===== src/mesf_pkg.sv =====
package mesf_pkg;

    localparam int SAMPLE_W   = 32;
    localparam int ALPHA_W    = 17;
    localparam int THRESH_W   = 31;
    localparam int CFG_DATA_W = 31;
    localparam int CFG_IDX_W  = 1;
    localparam int FRAC_SHIFT = 16;
    // signed alpha (ALPHA_W+1) times a difference of two samples (SAMPLE_W+1)
    localparam int PROD_W     = ALPHA_W + 1 + SAMPLE_W + 1;

    localparam int WINDOW_SIZE_DEF   = 5;
    localparam int HISTORY_DEPTH_DEF = 8;

    localparam logic [CFG_IDX_W-1:0] CFG_EMA_ALPHA        = 1'd0;
    localparam logic [CFG_IDX_W-1:0] CFG_STABLE_THRESHOLD = 1'd1;

    localparam logic [ALPHA_W-1:0]  ALPHA_RESET  = 17'd19661;
    localparam logic [ALPHA_W-1:0]  ALPHA_ONE    = 17'd65536;
    localparam logic [THRESH_W-1:0] THRESH_RESET = 31'd256;

    localparam logic FUNC_SAMPLE  = 1'b0;
    localparam logic FUNC_RESTART = 1'b1;

    typedef struct packed {
        logic push;
        logic clear;
    } t_win_req;

    typedef struct packed {
        logic last;
        logic done;
    } t_win_rsp;

    typedef struct packed {
        logic write;
        logic clear;
    } t_hist_req;

    typedef struct packed {
        logic done;
        logic stable;
    } t_hist_rsp;

endpackage


===== src/median_ema_stability_filter.sv =====
// Median / moving-average weight filter with a stability window.
//
// Input channel (i_in_valid / o_in_stall): one beat carries i_func and
// i_sample_value. A sample beat goes into the median window; a restart beat
// clears the window, the average and the history fill.
// Output channel (o_out_valid / i_out_stall): one beat per completed window,
// the new average and the stable flag. Configuration writes (i_cfg_we) set
// the blend weight and the stable threshold; write them only while idle.
// A sample that does not close the window, or a restart, is accepted without
// a stall. A window-closing sample runs the median search over the window RAM
// (one candidate after another, one RAM read per compare), then the blend
// (skipped for the first window after a restart or reset, which seeds the
// average) and the write and scan of the history RAM. The block holds
// o_in_stall high while working on a window. A finished beat sits in the
// output register while the next window is collected; a new result waits
// in the block while the receiver stalls.
// Reset clears all control state and the configuration to its defaults.
module median_ema_stability_filter #(
    parameter int WINDOW_SIZE   = mesf_pkg::WINDOW_SIZE_DEF,
    parameter int HISTORY_DEPTH = mesf_pkg::HISTORY_DEPTH_DEF
) (
    input  logic                                 i_clk,
    input  logic                                 i_rst_n,
    input  logic                                 i_cfg_we,
    input  logic [mesf_pkg::CFG_IDX_W-1:0]       i_cfg_index,
    input  logic [mesf_pkg::CFG_DATA_W-1:0]      i_cfg_data,
    input  logic                                 i_in_valid,
    output logic                                 o_in_stall,
    input  logic                                 i_func,
    input  logic signed [mesf_pkg::SAMPLE_W-1:0] i_sample_value,
    output logic                                 o_out_valid,
    input  logic                                 i_out_stall,
    output logic signed [mesf_pkg::SAMPLE_W-1:0] o_filtered_weight,
    output logic                                 o_stable_flag
);
    import mesf_pkg::*;

    typedef enum logic [6:0] {
        S_IDLE  = 7'b0000001,
        S_MED   = 7'b0000010,
        S_MUL   = 7'b0000100,
        S_ADD   = 7'b0001000,
        S_HWR   = 7'b0010000,
        S_HWAIT = 7'b0100000,
        S_OUT   = 7'b1000000
    } t_state;

    t_state                      r_state;
    logic [ALPHA_W-1:0]          r_ema_alpha;
    logic [THRESH_W-1:0]         r_stable_threshold;
    logic signed [SAMPLE_W-1:0]  r_avg;
    logic                        r_seeded;
    logic signed [PROD_W-1:0]    r_prod;
    logic                        r_res_stable;
    logic                        r_out_valid;
    logic signed [SAMPLE_W-1:0]  r_out_weight;
    logic                        r_out_stable;

    t_win_req                    win_req;
    t_win_rsp                    win_rsp;
    t_hist_req                   hist_req;
    t_hist_rsp                   hist_rsp;
    logic signed [SAMPLE_W-1:0]  median;
    logic                        in_acc;
    logic                        out_load;
    logic [ALPHA_W-1:0]          alpha_sat;
    logic signed [SAMPLE_W:0]    diff;
    logic signed [PROD_W-1:0]    prod;

    assign in_acc         = i_in_valid && (r_state == S_IDLE);
    assign win_req.push   = in_acc && (i_func == FUNC_SAMPLE);
    assign win_req.clear  = in_acc && (i_func == FUNC_RESTART);
    assign hist_req.clear = win_req.clear;
    assign hist_req.write = (r_state == S_HWR);

    mesf_median #(
        .WINDOW_SIZE (WINDOW_SIZE)
    ) u_median (
        .i_clk    (i_clk),
        .i_rst_n  (i_rst_n),
        .i_req    (win_req),
        .i_sample (i_sample_value),
        .o_rsp    (win_rsp),
        .o_median (median)
    );

    mesf_hist #(
        .HISTORY_DEPTH (HISTORY_DEPTH)
    ) u_hist (
        .i_clk       (i_clk),
        .i_rst_n     (i_rst_n),
        .i_req       (hist_req),
        .i_avg       (r_avg),
        .i_threshold (r_stable_threshold),
        .o_rsp       (hist_rsp)
    );

    // a*m + (1-a)*avg == avg + a*(m - avg); the floor shift keeps it exact
    assign alpha_sat = (r_ema_alpha > ALPHA_ONE) ? ALPHA_ONE : r_ema_alpha;
    assign diff      = $signed({median[SAMPLE_W-1], median})
                     - $signed({r_avg[SAMPLE_W-1], r_avg});
    assign prod      = $signed({1'b0, alpha_sat}) * diff;

    assign out_load  = (r_state == S_OUT) && (!r_out_valid || !i_out_stall);

    always_ff @(posedge i_clk) begin
        if (!i_rst_n) begin
            r_ema_alpha        <= ALPHA_RESET;
            r_stable_threshold <= THRESH_RESET;
        end else if (i_cfg_we) begin
            case (i_cfg_index)
                CFG_EMA_ALPHA:        r_ema_alpha        <= i_cfg_data[ALPHA_W-1:0];
                CFG_STABLE_THRESHOLD: r_stable_threshold <= i_cfg_data[THRESH_W-1:0];
                default: begin
                end
            endcase
        end
    end

    always_ff @(posedge i_clk) begin
        if (!i_rst_n) begin
            r_state     <= S_IDLE;
            r_avg       <= '0;
            r_seeded    <= 1'b0;
            r_out_valid <= 1'b0;
        end else begin
            if (out_load) begin
                r_out_valid  <= 1'b1;
                r_out_weight <= r_avg;
                r_out_stable <= r_res_stable;
            end else if (!i_out_stall) begin
                r_out_valid <= 1'b0;
            end

            case (r_state)
                S_IDLE: begin
                    if (win_req.clear) begin
                        r_avg    <= '0;
                        r_seeded <= 1'b0;
                    end else if (win_req.push && win_rsp.last) begin
                        r_state <= S_MED;
                    end
                end
                S_MED: begin
                    if (win_rsp.done) begin
                        if (r_seeded) begin
                            r_state <= S_MUL;
                        end else begin
                            r_avg    <= median;
                            r_seeded <= 1'b1;
                            r_state  <= S_HWR;
                        end
                    end
                end
                S_MUL: begin
                    r_prod  <= prod;
                    r_state <= S_ADD;
                end
                S_ADD: begin
                    r_avg   <= r_avg + r_prod[FRAC_SHIFT+SAMPLE_W-1:FRAC_SHIFT];
                    r_state <= S_HWR;
                end
                S_HWR: begin
                    r_state <= S_HWAIT;
                end
                S_HWAIT: begin
                    if (hist_rsp.done) begin
                        r_res_stable <= hist_rsp.stable;
                        r_state      <= S_OUT;
                    end
                end
                S_OUT: begin
                    if (out_load) begin
                        r_state <= S_IDLE;
                    end
                end
                default: begin
                    r_state <= S_IDLE;
                end
            endcase
        end
    end

    assign o_in_stall        = (r_state != S_IDLE);
    assign o_out_valid       = r_out_valid;
    assign o_filtered_weight = r_out_weight;
    assign o_stable_flag     = r_out_stable;

endmodule


===== src/mesf_ram.sv =====
module mesf_ram #(
    parameter int WIDTH = 32,
    parameter int DEPTH = 8,
    parameter int AW    = (DEPTH > 1) ? $clog2(DEPTH) : 1
) (
    input  logic             i_clk,
    input  logic             i_we,
    input  logic [AW-1:0]    i_waddr,
    input  logic [WIDTH-1:0] i_wdata,
    input  logic             i_re,
    input  logic [AW-1:0]    i_raddr,
    output logic [WIDTH-1:0] o_rdata
);

    logic [WIDTH-1:0] r_mem [DEPTH];
    logic [WIDTH-1:0] r_rdata;

    always_ff @(posedge i_clk) begin
        if (i_we) begin
            r_mem[i_waddr] <= i_wdata;
        end
        if (i_re) begin
            r_rdata <= r_mem[i_raddr];
        end
    end

    assign o_rdata = r_rdata;

endmodule


===== src/mesf_median.sv =====
module mesf_median #(
    parameter int WINDOW_SIZE = mesf_pkg::WINDOW_SIZE_DEF
) (
    input  logic                                 i_clk,
    input  logic                                 i_rst_n,
    input  mesf_pkg::t_win_req                   i_req,
    input  logic signed [mesf_pkg::SAMPLE_W-1:0] i_sample,
    output mesf_pkg::t_win_rsp                   o_rsp,
    output logic signed [mesf_pkg::SAMPLE_W-1:0] o_median
);
    import mesf_pkg::*;

    localparam int AW = (WINDOW_SIZE > 1) ? $clog2(WINDOW_SIZE) : 1;
    localparam int CW = $clog2(WINDOW_SIZE + 1);
    localparam logic [CW-1:0] LAST = CW'(WINDOW_SIZE - 1);
    localparam logic [CW-1:0] MID  = CW'(WINDOW_SIZE / 2);
    localparam logic [CW-1:0] SIZE = CW'(WINDOW_SIZE);

    typedef enum logic [4:0] {
        M_IDLE  = 5'b00001,
        M_LOADX = 5'b00010,
        M_GETX  = 5'b00100,
        M_SCAN  = 5'b01000,
        M_CHECK = 5'b10000
    } t_mstate;

    t_mstate                     r_state;
    logic [CW-1:0]               r_fill;
    logic [CW-1:0]               r_i;
    logic [CW-1:0]               r_j;
    logic [CW-1:0]               r_k;
    logic [CW-1:0]               r_lt;
    logic [CW-1:0]               r_le;
    logic signed [SAMPLE_W-1:0]  r_x;
    logic signed [SAMPLE_W-1:0]  r_median;
    logic                        r_done;

    logic                        ram_re;
    logic [AW-1:0]               ram_raddr;
    logic [SAMPLE_W-1:0]         ram_rdata;
    logic signed [SAMPLE_W-1:0]  rd_val;
    logic                        lt_hit;
    logic                        le_hit;

    mesf_ram #(
        .WIDTH (SAMPLE_W),
        .DEPTH (WINDOW_SIZE),
        .AW    (AW)
    ) u_win_ram (
        .i_clk   (i_clk),
        .i_we    (i_req.push),
        .i_waddr (r_fill[AW-1:0]),
        .i_wdata (i_sample),
        .i_re    (ram_re),
        .i_raddr (ram_raddr),
        .o_rdata (ram_rdata)
    );

    always_comb begin
        ram_re    = 1'b0;
        ram_raddr = r_j[AW-1:0];
        case (r_state)
            M_LOADX: begin
                ram_re    = 1'b1;
                ram_raddr = r_i[AW-1:0];
            end
            M_GETX: begin
                ram_re    = 1'b1;
                ram_raddr = '0;
            end
            M_SCAN: begin
                ram_re    = (r_j != SIZE);
                ram_raddr = r_j[AW-1:0];
            end
            default: begin
                ram_re    = 1'b0;
            end
        endcase
    end

    assign rd_val = ram_rdata;
    assign lt_hit = (rd_val < r_x);
    assign le_hit = (rd_val <= r_x);

    // candidate x sits at sorted position MID when #(<x) <= MID < #(<=x)
    always_ff @(posedge i_clk) begin
        if (!i_rst_n) begin
            r_state <= M_IDLE;
            r_fill  <= '0;
            r_done  <= 1'b0;
        end else begin
            r_done <= 1'b0;
            case (r_state)
                M_IDLE: begin
                    if (i_req.clear) begin
                        r_fill <= '0;
                    end else if (i_req.push) begin
                        if (r_fill == LAST) begin
                            r_fill  <= '0;
                            r_i     <= '0;
                            r_state <= M_LOADX;
                        end else begin
                            r_fill <= r_fill + CW'(1);
                        end
                    end
                end
                M_LOADX: begin
                    r_state <= M_GETX;
                end
                M_GETX: begin
                    r_x     <= rd_val;
                    r_j     <= CW'(1);
                    r_k     <= '0;
                    r_lt    <= '0;
                    r_le    <= '0;
                    r_state <= M_SCAN;
                end
                M_SCAN: begin
                    r_lt <= r_lt + CW'(lt_hit);
                    r_le <= r_le + CW'(le_hit);
                    r_k  <= r_k + CW'(1);
                    if (r_j != SIZE) begin
                        r_j <= r_j + CW'(1);
                    end
                    if (r_k == LAST) begin
                        r_state <= M_CHECK;
                    end
                end
                M_CHECK: begin
                    if (r_lt <= MID && r_le > MID) begin
                        r_median <= r_x;
                        r_done   <= 1'b1;
                        r_state  <= M_IDLE;
                    end else begin
                        r_i     <= r_i + CW'(1);
                        r_state <= M_LOADX;
                    end
                end
                default: begin
                    r_state <= M_IDLE;
                end
            endcase
        end
    end

    assign o_rsp.last = (r_fill == LAST);
    assign o_rsp.done = r_done;
    assign o_median   = r_median;

endmodule


===== src/mesf_hist.sv =====
module mesf_hist #(
    parameter int HISTORY_DEPTH = mesf_pkg::HISTORY_DEPTH_DEF
) (
    input  logic                                 i_clk,
    input  logic                                 i_rst_n,
    input  mesf_pkg::t_hist_req                  i_req,
    input  logic signed [mesf_pkg::SAMPLE_W-1:0] i_avg,
    input  logic [mesf_pkg::THRESH_W-1:0]        i_threshold,
    output mesf_pkg::t_hist_rsp                  o_rsp
);
    import mesf_pkg::*;

    localparam int AW = (HISTORY_DEPTH > 1) ? $clog2(HISTORY_DEPTH) : 1;
    localparam int CW = $clog2(HISTORY_DEPTH + 1);
    localparam logic [CW-1:0] FULL    = CW'(HISTORY_DEPTH);
    localparam logic [CW-1:0] LAST    = CW'(HISTORY_DEPTH - 1);
    localparam logic [AW-1:0] PTR_TOP = AW'(HISTORY_DEPTH - 1);

    typedef enum logic [1:0] {
        H_IDLE = 2'b01,
        H_SCAN = 2'b10
    } t_hstate;

    t_hstate                     r_state;
    logic [AW-1:0]               r_ptr;
    logic [CW-1:0]               r_fill;
    logic [CW-1:0]               r_j;
    logic [CW-1:0]               r_k;
    logic                        r_rv;
    logic                        r_ok;
    logic                        r_done;
    logic                        r_stable;
    logic signed [SAMPLE_W-1:0]  r_avg;

    logic                        ram_re;
    logic [SAMPLE_W-1:0]         ram_rdata;
    logic [CW-1:0]               fill_next;
    logic signed [SAMPLE_W:0]    dev;
    logic [SAMPLE_W:0]           dev_mag;
    logic                        bad;

    mesf_ram #(
        .WIDTH (SAMPLE_W),
        .DEPTH (HISTORY_DEPTH),
        .AW    (AW)
    ) u_hist_ram (
        .i_clk   (i_clk),
        .i_we    (i_req.write),
        .i_waddr (r_ptr),
        .i_wdata (i_avg),
        .i_re    (ram_re),
        .i_raddr (r_j[AW-1:0]),
        .o_rdata (ram_rdata)
    );

    assign ram_re    = (r_state == H_SCAN) && (r_j != FULL);
    assign fill_next = (r_fill == FULL) ? r_fill : r_fill + CW'(1);

    // deviation at full width: 33-bit difference never wraps
    assign dev     = $signed({ram_rdata[SAMPLE_W-1], ram_rdata})
                   - $signed({r_avg[SAMPLE_W-1], r_avg});
    assign dev_mag = dev[SAMPLE_W] ? -dev : dev;
    assign bad     = dev_mag > {2'b00, i_threshold};

    always_ff @(posedge i_clk) begin
        if (!i_rst_n) begin
            r_state  <= H_IDLE;
            r_ptr    <= '0;
            r_fill   <= '0;
            r_done   <= 1'b0;
            r_stable <= 1'b0;
            r_rv     <= 1'b0;
        end else begin
            r_done <= 1'b0;
            case (r_state)
                H_IDLE: begin
                    if (i_req.clear) begin
                        r_ptr  <= '0;
                        r_fill <= '0;
                    end else if (i_req.write) begin
                        r_avg  <= i_avg;
                        r_fill <= fill_next;
                        r_ptr  <= (r_ptr == PTR_TOP) ? '0 : r_ptr + AW'(1);
                        if (fill_next == FULL) begin
                            r_j     <= '0;
                            r_k     <= '0;
                            r_rv    <= 1'b0;
                            r_ok    <= 1'b1;
                            r_state <= H_SCAN;
                        end else begin
                            r_done   <= 1'b1;
                            r_stable <= 1'b0;
                        end
                    end
                end
                H_SCAN: begin
                    // read address runs one ahead, so the read enable is low on the last compare
                    r_rv <= ram_re;
                    if (ram_re) begin
                        r_j <= r_j + CW'(1);
                    end
                    if (r_rv) begin
                        r_k <= r_k + CW'(1);
                        if (bad) begin
                            r_ok <= 1'b0;
                        end
                        if (r_k == LAST) begin
                            r_done   <= 1'b1;
                            r_stable <= r_ok && !bad;
                            r_state  <= H_IDLE;
                        end
                    end
                end
                default: begin
                    r_state <= H_IDLE;
                end
            endcase
        end
    end

    assign o_rsp.done   = r_done;
    assign o_rsp.stable = r_stable;

endmodule


===== config.mk =====
export PLATFORM = sky130hd
export DESIGN_NAME = median_ema_stability_filter
export DESIGN_NICKNAME = d
export VERILOG_FILES = /design/src/mesf_pkg.sv /design/src/median_ema_stability_filter.sv /design/src/mesf_ram.sv /design/src/mesf_median.sv /design/src/mesf_hist.sv
export SDC_FILE = /design/constraint.sdc
export NUM_CORES = 2
export LEC_CHECK = 0
export ABC_AREA = 1
export BUFFER_PORTS_ARGS = -buffer_cell sky130_fd_sc_hd__buf_2
export CAP_MARGIN = 10
export CORE_AREA = 3 3 366 368
export DETAILED_ROUTE_END_ITERATION = 16
export DIE_AREA = 0 0 369 371
export GPL_ROUTABILITY_DRIVEN = 0
export PLACE_DENSITY = 0.61
export SETUP_SLACK_MARGIN = 0.15
export SLEW_MARGIN = 0
export SYNTH_ARGS = -nofsm -noshare
export SYNTH_HDL_FRONTEND = slang
export SYNTH_SLANG_ARGS = --single-unit

===== constraint.sdc =====
create_clock -name i_clk -period 8.3 [get_ports i_clk]
set_input_delay 0.415 -clock i_clk [delete_from_list [all_inputs] [get_ports i_clk]]
set_output_delay 0.415 -clock i_clk [all_outputs]
set_load 0.05 [all_outputs]

==> metrics <==
clock tree buffer depth=3; Design Area, Final=62800 sq um; CTS tree=done; run status=finished clean; final setup vio count=0; gr ovfl total=0; CP peak stage delay=0.56 ns; first-pass GRT wire length=239 mm; nets=6926; Period Utilization, post-route=95.4%; Top delay family on crit path=adder cells; Area after DPL=58300 sq um; CP Depth=37; largest family of logic cells by synthesized area=adder cells; fin. max-slew vios=0; GR Layer Usage met1=29.3%; Die Ht=371 um; GRT Total Usage=22.6%; Synth Area in Adders=25.4%; # rows=133; Achievable Freq=126 MHz; pin count of the biggest net entering global routing=77; Sink Count=776; crit path launch type=flip-flop; total CTS buffers=83; XOR/XNOR Fraction of Synth Area=1.88%; Starting DRT DRC Count=3332; Detail Route Antenna Nets=0; top post-synthesis cells by area=edfxtp_1, fa_1, inv_1, ha_1, nor2_1; routed vias/inst=5.23; r2r worst-path depth=37; Primary FF master, synth=edfxtp_1; RSZ-0062 raised after global routing=yes; post-synthesis mux area share=0%; Ys Warns=0; DRC Markers=0; post-synth cell types=72; CTS root buffer=clkbuf_16; EDFF count, synth=666; IO Count=105; Post-Syn Area per Cell=9.51 sq um; CP required=8.68 ns; cell taking the most area after synthesis=edfxtp_1; final wirelength=156 mm; initial antenna violation count=8; Critical Path Fanout Max=5; grt met2 use=38.3%; Max transition margin=24.3%; Hold Crit Depth=3; worst-skew pair later-pin latency=0.67 ns; #FFs+latches synth=776; ys async rst share=0%; Slew @ Worst Pin=1.14 ns; R2R Setup Slk=0.38 ns; Clk pin slew, worst setup/hold paths=0.06 ns; initial core utilization=41.9%; Period minus WS final=7.92 ns; share of post-route cells with drive strength above 1=11.9%; met3 usage=3.76%; total vias in the final route=41200; Worst Clk Skew=0.0403 ns; Fill cells=12200; CP arrival=8.30 ns; most frequent cell after synthesis=inv_1; chip width=369 um; critical path buffer and inverter count=8; CP max stage cell=fa_1; share of the synthesized area in the top cell type=36.4%; Core Area=131000 sq um; Worst Hold Class=in2reg; WS Path Type=reg2reg; Cell Area, Synth=54900 sq um; IO buf count=104; vias in the first global route=41100; Post-synth top cells=inv_1, nor2_1, nand2_1; CP Capture Type=flip-flop; area added between synthesis and finish=14.4%; Die Area=137000 sq um; Syn Inst Count=5774; detailed-route wire length per cell=19.8 um; Compound-Gate Fraction of Synth Area=9.21%; global route hottest layer=met2; syn nets=6650; post-synthesis sequential area ratio=40.5%; hpwl dp=115 mm; MaxCap Viol Count=0; Synth Area in Simple Gates=14.2%; H-Tree Depth=3; Hold Vio Cnt, Final=0; TritonRoute pass-1 iters=5
[routing by layer]
metal,wire length (um),part of all wire (%)
met4,5840,3.7
met2,75300,48
met5,13,0.0083
met1,63300,41
met3,11300,7.2
[registers in the layout, summed over array words and instances, names as in the netlist, 4 cells and up]
signal / count
u_median.u_win_ram.o_rdata: 32
u_hist.r_k: 4
r_prod: 32
u_median.r_state: 5
r_avg: 32
r_ema_alpha: 17
r_stable_threshold: 31
o_filtered_weight: 32
u_hist.u_hist_ram.r_mem: 256
u_median.u_win_ram.r_mem: 160
r_state: 7
u_median.r_x: 32
u_hist.r_j: 4
u_hist.r_avg: 32
u_median.o_median: 32
u_hist.u_hist_ram.o_rdata: 32
u_hist.r_fill: 4
[stage by stage]
stage	TNS [ns]	util, %	cells	setup slack, ns	hold WS (ns)
finish	0	47.9	7880	0.384	0.0283
global route	0	47.9	7877	0.0215	0.0155
CTS	0	47.0	7824	0.144	0.00109
detailed placement	-0.290	44.5	7627	-0.0807	0.430
global placement	0	44.5	7626	0.0250	0.414
floorplan	0	-	5774	0.646	0.400
[cell type report]
type | instances | area, sq um | share of cell area (%)
Multi-Input combinational cell | 3725 | 28700 | 45.8
Sequential cell | 776 | 22200 | 35.4
Inverter | 1085 | 4120 | 6.55
Timing Repair Buffer | 379 | 2740 | 4.36
Clock buffer | 110 | 2290 | 3.65
Tap cell | 1755 | 2200 | 3.50
Clock inverter | 44 | 494 | 0.787
Antenna cell | 6 | 15.0 | 0.0239
[worst paths after layout]
kind,from,endpoint
setup / recovery,u_median.o_median[2]$_DFFE_PP_,r_prod[44]$_DFFE_PP_
hold / removal,i_cfg_data[20],r_stable_threshold[20]$_SDFFE_PN0P_
setup reg to reg,u_median.o_median[2]$_DFFE_PP_,r_prod[44]$_DFFE_PP_
hold reg to reg,u_median.r_x[17]$_DFFE_PP_,u_median.o_median[17]$_DFFE_PP_
[kinds of logic after synthesis]
kind of cell,after synthesis
AND/OR/NAND/NOR,1909
buffers and inverters,1273
AO/OA/AOI/OAI,895
adder cells (fa/ha/maj),806
flip-flops,776
XOR/XNOR,115
[worst register-to-register path, delay by kind of cell, from the launching register on]
family / cells / cell delay, ns
adder cells (fa/ha/maj): 8 / 3.67
AO/OA/AOI/OAI: 10 / 1.54
AND/OR/NAND/NOR: 9 / 1.04
buffers and inverters: 8 / 0.73
flip-flops: 1 / 0.44
XOR/XNOR: 2 / 0.27
[placed cells by master (no fill, tap or decap), types with 105 or more instances in the layout]
cell type	n
a21oi_1	282
buf_2	105
buf_4	225
dfxtp_1	109
edfxtp_1	666
fa_1	509
ha_1	268
inv_1	1043
nand2_1	691
nand3_1	120
nor2_1	861
o21ai_0	330
[timing repair]
item | in CTS | in global routing
hold endpoints to repair | 161 | 0
resized for setup | 24 | 177
pin swaps | 1 | 72
setup buffers | 4 | 49
setup endpoints to repair | 18 | 22
hold buffers | 39 | 0
gates cloned | 0 | 1
Power is not shown: default switching activity piles up to over one toggle a cycle in this logic, so the estimate is an artifact.
